**config.mk**
```make
export PLATFORM = sky130hd
export DESIGN_NAME = ts_output_schedule_checker_unit
export DESIGN_NICKNAME = d
export VERILOG_FILES = /design/src/rtl/tsosc_pkg.sv /design/src/rtl/ts_output_schedule_checker_unit.sv
export SDC_FILE = /design/constraint.sdc
export NUM_CORES = 2
export LEC_CHECK = 0
export ABC_AREA = 1
export BUFFER_PORTS_ARGS = -buffer_cell sky130_fd_sc_hd__buf_2
export CAP_MARGIN = 10
export CORE_ASPECT_RATIO = 1.1
export CORE_MARGIN = 5
export CORE_UTILIZATION = 45
export DETAILED_ROUTE_END_ITERATION = 7
export GPL_TIMING_DRIVEN = 1
export PLACE_DENSITY = 0.62
export SLEW_MARGIN = 20
export SYNTH_ARGS = -nofsm -noshare
export SYNTH_HDL_FRONTEND = slang
export SYNTH_SLANG_ARGS = --single-unit
```
**constraint.sdc**
```tcl
create_clock -name clk -period 5.8 [get_ports clk]
set_clock_uncertainty 0.15 [all_clocks]
set_input_delay 0.87 -clock clk [delete_from_list [all_inputs] [get_ports clk]]
set_output_delay 0.87 -clock clk [all_outputs]
set_load 0.05 [all_outputs]
```
**src/rtl/tsosc_pkg.sv**
```systemverilog
// Shared constants for the transport stream output schedule checker.
// No dependencies; used by ts_output_schedule_checker_unit.
package tsosc_pkg;

  localparam int unsigned CHANNEL_COUNT_DEF = 48;

  localparam int unsigned CHANNEL_W = 6;
  localparam int unsigned TIME_W    = 20;
  localparam int unsigned DELAY_W   = 19;
  localparam int unsigned FLAGS_W   = 3;
  localparam int unsigned PID_W     = 13;
  localparam int unsigned CC_W      = 4;
  localparam int unsigned OFFB_W    = 32;
  localparam int unsigned OFFE_W    = 10;
  localparam int unsigned AF_W      = 3;
  localparam int unsigned PCR_W     = 42;

  // restamp flag bit positions
  localparam int unsigned FLAG_PID = 0;
  localparam int unsigned FLAG_CC  = 1;
  localparam int unsigned FLAG_PCR = 2;

  // adaptation field status meaning "PCR present"
  localparam logic [AF_W-1:0] AF_PCR_PRESENT = 3'b111;

  // PCR base LSB is worth half a 45 kHz tick: 300 steps of 27 MHz
  localparam logic [OFFE_W-1:0] HALF_EXT = 10'd300;

  // PCR field slicing: local time uses base bits 20..1, i.e. pcr bits 29..10
  localparam int unsigned PCR_T_LO   = 10;
  localparam int unsigned PCR_HALF   = 9;
  localparam int unsigned PCR_EXT_W  = 9;

endpackage

```
**src/rtl/ts_output_schedule_checker_unit.sv**
```systemverilog
// Output schedule checker top level: two-stage checker with per-channel state memory.
// Depends on tsosc_pkg.
//
// Checks each output transport packet word against the command that produced it and
// returns one result word per input word, in order, one per clock while out_stall is low.
// The channel's state is read into a register at the edge that accepts the word; the
// word is evaluated in the following cycle and written back as the result register
// loads, so out_valid rises at the edge after acceptance when out_stall is low. A word
// accepted at the edge where the previous word writes back the same channel takes that
// update from a bypass register, so back-to-back words on one channel see each other's
// updates. Flags: PID or CC
// differs from the commanded value while its restamp bit is set; output time lies
// behind the channel's last output time (signed 20-bit wrapping difference); PCR
// restamp requested but no PCR in the packet; output time earlier than the local PCR
// (output PCR less the time base offset, low 20 bits). The channel peak delay output
// is the largest non-negative delay seen on the channel. Channels at or above
// CHANNEL_COUNT touch no state and report no backward time and a zero maximum. After
// reset all channel state reads as zero (per-channel valid bits, no clearing pass
// needed). in_stall rises only while the result register is full and held by out_stall.
module ts_output_schedule_checker_unit #(
  parameter int unsigned CHANNEL_COUNT = tsosc_pkg::CHANNEL_COUNT_DEF
) (
  input  logic                              clk,
  input  logic                              rst_n,
  // input channel
  input  logic                              in_valid,
  output logic                              in_stall,
  input  logic [tsosc_pkg::CHANNEL_W-1:0]   in_channel,
  input  logic [tsosc_pkg::TIME_W-1:0]      in_sched_time,
  input  logic [tsosc_pkg::FLAGS_W-1:0]     in_restamp_flags,
  input  logic [tsosc_pkg::PID_W-1:0]       in_expected_pid,
  input  logic [tsosc_pkg::CC_W-1:0]        in_expected_cc,
  input  logic [tsosc_pkg::OFFB_W-1:0]      in_offset_base,
  input  logic [tsosc_pkg::OFFE_W-1:0]      in_offset_ext,
  input  logic [tsosc_pkg::PID_W-1:0]       in_stream_pid,
  input  logic [tsosc_pkg::CC_W-1:0]        in_stream_cc,
  input  logic [tsosc_pkg::AF_W-1:0]        in_af_status,
  input  logic [tsosc_pkg::PCR_W-1:0]       in_pcr_value,
  // result channel
  output logic                              out_valid,
  input  logic                              out_stall,
  output logic                              out_pid_mismatch,
  output logic                              out_cc_mismatch,
  output logic                              out_time_backward,
  output logic                              out_pcr_missing,
  output logic                              out_scheduled_early,
  output logic [tsosc_pkg::DELAY_W-1:0]     out_channel_peak_delay
);

  localparam int unsigned IDX_W   = (CHANNEL_COUNT > 1) ? $clog2(CHANNEL_COUNT) : 1;
  localparam int unsigned TIME_W  = tsosc_pkg::TIME_W;
  localparam int unsigned DELAY_W = tsosc_pkg::DELAY_W;
  localparam int unsigned ENT_W   = TIME_W + DELAY_W;
  localparam logic [tsosc_pkg::CHANNEL_W:0] CH_LIMIT = (tsosc_pkg::CHANNEL_W + 1)'(CHANNEL_COUNT);

  // ---------------------------------------------------------------------------
  // Handshake
  // ---------------------------------------------------------------------------
  logic s1_v_r;
  logic out_valid_r;
  logic s1_go;
  logic in_acc;

  // stage 1 moves on whenever the result register is empty or being drained
  assign s1_go    = s1_v_r && (!out_valid_r || !out_stall);
  assign in_stall = s1_v_r && !s1_go;
  assign in_acc   = in_valid && !in_stall;

  // ---------------------------------------------------------------------------
  // Input side: cheap compares and the local PCR time, ahead of the stage register
  // ---------------------------------------------------------------------------
  logic [IDX_W-1:0]                in_idx;
  logic                            in_inrange;
  logic [tsosc_pkg::OFFE_W-1:0]    in_ext;
  logic                            in_borrow;
  logic [TIME_W-1:0]               in_local;

  assign in_idx     = in_channel[IDX_W-1:0];
  assign in_inrange = {1'b0, in_channel} < CH_LIMIT;

  // PCR extension in 27 MHz steps, base LSB counting as half a tick (0..811)
  assign in_ext = (in_pcr_value[tsosc_pkg::PCR_HALF] ? tsosc_pkg::HALF_EXT
                                                     : {tsosc_pkg::OFFE_W{1'b0}})
                + {1'b0, in_pcr_value[tsosc_pkg::PCR_EXT_W-1:0]};
  assign in_borrow = in_ext < in_offset_ext;
  assign in_local  = in_pcr_value[tsosc_pkg::PCR_T_LO +: TIME_W]
                   - in_offset_base[TIME_W-1:0]
                   - {{(TIME_W-1){1'b0}}, in_borrow};

  // ---------------------------------------------------------------------------
  // Stage 1 registers
  // ---------------------------------------------------------------------------
  logic [IDX_W-1:0]  s1_idx_r;
  logic              s1_inrange_r;
  logic [TIME_W-1:0] s1_time_r;
  logic [TIME_W-1:0] s1_local_r;
  logic              s1_pid_bad_r;
  logic              s1_cc_bad_r;
  logic              s1_pcr_chk_r;
  logic              s1_pcr_ok_r;

  always_ff @(posedge clk) begin
    if (!rst_n) begin
      s1_v_r <= 1'b0;
    end else if (in_acc) begin
      s1_v_r <= 1'b1;
    end else if (s1_go) begin
      s1_v_r <= 1'b0;
    end
  end

  always_ff @(posedge clk) begin
    if (in_acc) begin
      s1_idx_r     <= in_idx;
      s1_inrange_r <= in_inrange;
      s1_time_r    <= in_sched_time;
      s1_local_r   <= in_local;
      s1_pid_bad_r <= in_restamp_flags[tsosc_pkg::FLAG_PID] &&
                      (in_stream_pid != in_expected_pid);
      s1_cc_bad_r  <= in_restamp_flags[tsosc_pkg::FLAG_CC] &&
                      (in_stream_cc != in_expected_cc);
      s1_pcr_chk_r <= in_restamp_flags[tsosc_pkg::FLAG_PCR];
      s1_pcr_ok_r  <= in_af_status == tsosc_pkg::AF_PCR_PRESENT;
    end
  end

  // ---------------------------------------------------------------------------
  // Per-channel state: {last output time, largest delay}, registered read
  // ---------------------------------------------------------------------------
  logic [ENT_W-1:0]         mem [CHANNEL_COUNT];
  logic [CHANNEL_COUNT-1:0] vld_r;
  logic [ENT_W-1:0]         rd_r;
  logic                     rd_vld_r;
  logic                     byp_hit_r;
  logic [ENT_W-1:0]         byp_r;
  logic                     wr_en;
  logic [ENT_W-1:0]         wr_data;

  assign wr_en = s1_go && s1_inrange_r;

  always_ff @(posedge clk) begin
    if (wr_en) begin
      mem[s1_idx_r] <= wr_data;
    end
    if (in_acc) begin
      rd_r     <= mem[in_idx];
      rd_vld_r <= vld_r[in_idx];
      byp_r    <= wr_data;
    end
  end

  always_ff @(posedge clk) begin
    if (!rst_n) begin
      vld_r     <= '0;
      byp_hit_r <= 1'b0;
    end else begin
      if (wr_en) begin
        vld_r[s1_idx_r] <= 1'b1;
      end
      if (in_acc) begin
        // write landing at the same edge as the read: memory data is stale
        byp_hit_r <= wr_en && (s1_idx_r == in_idx);
      end
    end
  end

  // ---------------------------------------------------------------------------
  // Stage 1 evaluation
  // ---------------------------------------------------------------------------
  logic [ENT_W-1:0]   prev_ent;
  logic [TIME_W-1:0]  prev_time;
  logic [DELAY_W-1:0] prev_delay;
  logic [TIME_W-1:0]  back_diff;
  logic [TIME_W-1:0]  delay;
  logic               back;
  logic               early;
  logic               missing;
  logic [DELAY_W-1:0] new_delay;

  always_comb begin
    if (byp_hit_r) begin
      prev_ent = byp_r;
    end else if (rd_vld_r) begin
      prev_ent = rd_r;
    end else begin
      prev_ent = '0;
    end
  end

  assign prev_time  = prev_ent[ENT_W-1:DELAY_W];
  assign prev_delay = prev_ent[DELAY_W-1:0];

  assign back_diff = s1_time_r - prev_time;
  assign back      = s1_inrange_r && back_diff[TIME_W-1];

  assign delay   = s1_time_r - s1_local_r;
  assign missing = s1_pcr_chk_r && !s1_pcr_ok_r;
  assign early   = s1_pcr_chk_r && s1_pcr_ok_r && delay[TIME_W-1];

  always_comb begin
    new_delay = prev_delay;
    if (s1_pcr_chk_r && s1_pcr_ok_r && !delay[TIME_W-1] &&
        (delay[DELAY_W-1:0] > prev_delay)) begin
      new_delay = delay[DELAY_W-1:0];
    end
  end

  assign wr_data = {s1_time_r, new_delay};

  // ---------------------------------------------------------------------------
  // Result register
  // ---------------------------------------------------------------------------
  logic               pid_bad_r;
  logic               cc_bad_r;
  logic               back_r;
  logic               missing_r;
  logic               early_r;
  logic [DELAY_W-1:0] maxd_r;

  always_ff @(posedge clk) begin
    if (!rst_n) begin
      out_valid_r <= 1'b0;
    end else if (s1_go) begin
      out_valid_r <= 1'b1;
    end else if (!out_stall) begin
      out_valid_r <= 1'b0;
    end
  end

  always_ff @(posedge clk) begin
    if (s1_go) begin
      pid_bad_r <= s1_pid_bad_r;
      cc_bad_r  <= s1_cc_bad_r;
      back_r    <= back;
      missing_r <= missing;
      early_r   <= early;
      maxd_r    <= s1_inrange_r ? new_delay : {DELAY_W{1'b0}};
    end
  end

  assign out_valid              = out_valid_r;
  assign out_pid_mismatch       = pid_bad_r;
  assign out_cc_mismatch        = cc_bad_r;
  assign out_time_backward      = back_r;
  assign out_pcr_missing        = missing_r;
  assign out_scheduled_early    = early_r;
  assign out_channel_peak_delay = maxd_r;

  // ---------------------------------------------------------------------------
  // Assertions
  // ---------------------------------------------------------------------------
  a_byp_on_same_ch: assert property (@(posedge clk) disable iff (!rst_n)
    (in_acc && wr_en && (s1_idx_r == in_idx)) |=> byp_hit_r)
    else $error("same-channel write back not taken from the bypass");

  a_stall_only_full: assert property (@(posedge clk) disable iff (!rst_n)
    in_stall |-> (s1_v_r && out_valid_r && out_stall))
    else $error("input stalled while the pipeline can move");

  a_max_monotonic: assert property (@(posedge clk) disable iff (!rst_n)
    wr_en |-> (new_delay >= prev_delay))
    else $error("channel maximum delay decreased");

  a_early_excl_missing: assert property (@(posedge clk) disable iff (!rst_n)
    out_valid_r |-> !(missing_r && early_r))
    else $error("PCR missing and early flagged together");

  a_oor_zero: assert property (@(posedge clk) disable iff (!rst_n)
    (s1_go && !s1_inrange_r) |=> (maxd_r == '0 && !back_r))
    else $error("out-of-range channel reported state");

endmodule
```
==> key figures <==
STA
  • Slew Limit Fails: 0
  • Unrepaired setup endpoints after global routing: false
  • Final WS setup: 0.403 ns
  • Final period util: slightly above 90%
  • Final Hold Violating Endpoints: 0
  • Max frequency: 0.185 GHz
  • Hold WS: 0.0609 ns
  • Max_slew headroom: approximately a quarter
  • Setup total negative slack: 0 ns
  • Final setup fails: 0
  • Worst Tran Pin Value: between 1 and 1.5 ns
  • Tmin final: 5.40 ns

Worst setup path
  • Crit path arrival time: around 5.8 ns
  • Worst EP required: 6.21 ns
  • Crit. End Element: register
  • R2R setup slack: roughly 0.40 ns
  • Worst reg2reg path endpoint: mem[35][2]
  • Buf+Inv Stages, Crit Path: 8
  • Kind of critical path: register to register
  • Crit-path max cell delay: 0.85 ns
  • Worst R2R Path Depth: 26
  • Delay-heaviest family, CP: buffers and inverters
  • CP Max Fanout: 33
  • Critical Path Source Type: register
  • R2R Path Start: s1_time_r[0]
  • Slowest CP cell: clkinv_1

Placed design
  • HPWL Detailed: 126,000 um
  • Placement Cell Area: 89,400 sq um
  • RePlAce Congestion: around 0.89
  • Pre-CTS setup slack: ~0.41 ns
  • Port Buffer Count: 155

Die
  • Die area: 198,000 sq um
  • Top Ports: 180
  • Core Area: 188,000 sq um
  • Core Rows: 167
  • Initial Util: 45.2%
  • Die X: 425 um
  • Height of the die: 467 um

GRT
  • Vias in the first global route: 53,100
  • Total congestion overflow: 0
  • Largest net degree at the start of global routing: around 220
  • Total Routing Usage GR: about a quarter
  • First-pass GRT wire length: roughly 350,000 um
  • Initial antenna violation count: 3

Yosys
  • Syn avg cell area: ~12 sq um
  • Synth unique cells: 43
  • Syn nets: 7,195
  • Leading area contributor after synthesis: edfxtp_1
  • EDFF count, synth: 2,026
  • Yosys top cell area share: between 70% and 80%
  • Async S/R FF share, synth: 0%
  • Synthesis Warnings: 0
  • Post-Syn Area: 85,300 sq um
  • Seq/Total Area, Yosys: 72.5%
  • Area contributors post-synth: edfxtp_1, o21ai_0, nor2_1
  • Top_reg_cell synth: edfxtp_1
  • Yosys reg bits: 2,077
  • Synth Instances: 6,932

Job
  • Max Cap Viol: 0

Power
  • VDD IR max: 0.293 mV
  • Lkg Pwr: approximately 33 nW
  • Pwr dens: 345 nW/um^2

Detailed routing
  • Vias: around 56,000
  • Iteration-0 DRC Markers: 6,756
  • Drt pass-1 iters: 6
  • Via density: around 5.8
  • Antenna Violating Nets Remaining: 0
  • Drc violations: 0
  • Wirelength per Cell: 24.5 um
  • Routed WL: between 200,000 and 250,000 um

CTS
  • Clk sinks: between 2,000 and 2,500
  • CTS tree: built
  • Clock slew at reported path FFs: 0.06 ns
  • Clock buffer count from CTS: 208
  • Clock Root Buffer: clkbuf_16
  • Maximum clock path buffer count: 3
  • Postcts setup bufs: 0
  • Clock Latency Late Sink: ~0.85 ns
  • CTS H-Tree Depth: 4

Finish
  • Leading cell types in the layout, fill and taps excluded: edfxtp_1, nor2_1, o21ai_0, nand2_1, o22ai_1
  • Final nets: 7,298
  • # fillers: 16,200
  • Finished Core Util: 50.9%
  • Fraction of layout cells with a size suffix above 1: 9.47%
  • Area Overhead vs Synth: 12.6%
  • Most common cell after layout, fill and taps aside: edfxtp_1
  • Layout Cell Area excl Fill: 96,000 sq um

Hold path
  • Hold EP: s1_pcr_chk_r
  • Min-delay worst type: primary input to register
  • Hold path start: in_restamp_flags[2]
  • Hold Path Stages: 1

Status
  • Status: finished, final reports clean
[state kept, by name, summed over array words and instances, names as in the netlist, 6 cells and up]
| register | count |
|---|---|
| vld_r | 48 |
| byp_r | 39 |
| s1_local_r | 20 |
| mem | 1872 |
| rd_r | 39 |
| s1_time_r | 20 |
| s1_idx_r | 6 |
| out_channel_peak_delay | 19 |
[cells by family (layout without fill, tap and decap cells)]
group / after synthesis / after routing / share of synthesized area, %
AO/OA/AOI/OAI: 1668 / 1668 / 11.1
XOR/XNOR: 55 / 55 / 0.565
adder cells (fa/ha/maj): 109 / 109 / 1.63
buffers and inverters: 662 / 935 / 3.35
flip-flops: 2077 / 2077 / 72.5
other: 0 / 3 / 0
AND/OR/NAND/NOR: 2361 / 2361 / 10.8
[worst max-delay path by stage]
stage,from,endpoint,slack [ns],depth (start not counted)
2_1_floorplan,out_stall,mem[16][0],0.74,5
3_3_place_gp,in_pcr_value[9],s1_local_r[12],0.36,30
3_5_place_dp,in_pcr_value[9],s1_local_r[18],0.41,27
4_1_cts,s1_time_r[0],mem[35][2],0.86,26
5_1_grt,s1_time_r[0],mem[41][2],0.02,26
6_report,s1_time_r[0],mem[35][2],0.40,26
[cell usage after synthesis (22+ instances only)]
library cell / number
inv_1: 219
a21oi_1: 58
edfxtp_1: 2026
o211ai_1: 70
buf_4: 37
o21ai_1: 24
buf_1: 22
nor2_1: 1177
clkbuf_1: 251
o21ai_0: 981
a22oi_1: 38
o221ai_1: 89
buf_2: 116
xor2_1: 31
dfxtp_1: 51
ha_1: 105
xnor2_1: 24
nand3_1: 180
o22ai_1: 391
nand2_1: 957
[final cells by class]
cell class | instances | area, sq um | area share (%)
sequential | 2077 | 61900 | 64.4
multi-input combinational | 4193 | 20900 | 21.8
clock buffer | 270 | 5570 | 5.80
tap | 2535 | 3170 | 3.30
timing repair buffer | 330 | 2590 | 2.70
clock inverter | 110 | 960 | 1.00
inverter | 225 | 887 | 0.924
antenna | 3 | 7.51 | 0.00782
[repair_timing]
| item | 4_1_cts | 5_1_grt |
|---|---|---|
| setup endpoints to repair | 0 | 0 |
| hold endpoints to repair | 2 | 0 |
| hold buffers | 2 | 0 |
| resized for setup | 0 | 0 |
[routing by layer]
| metal | track usage (%) | share of wire (%) | vias up |
|---|---|---|---|
| met3 | 3.49 | 8.0 | 459 |
| met2 | 38.6 | 48 | 2391 |
| met5 | 0 | 0 | - |
| met4 | 8.70 | 3.8 | 0 |
| li1 | - | - | 25400 |
| met1 | 31.8 | 40 | 28100 |
[report_power, final]
part | internal (mW) | switching [mW] | total, mW
sequential | 17.0 | 0.0564 | 17.1
clock | 7.22 | 5.66 | 12.9
combinational | 0.841 | 2.29 | 3.13
total | 25.1 | 8.01 | 33.1
[metrics by stage]
stage | std cells | power, mW
5_1_grt | 9741 | 34.2
3_3_place_gp | 9358 | 20.4
2_1_floorplan | 6932 | 19.4
6_report | 9743 | 33.1
3_5_place_dp | 9358 | 20.5
4_1_cts | 9740 | 33.2
(Power assumes the default switching activity.)
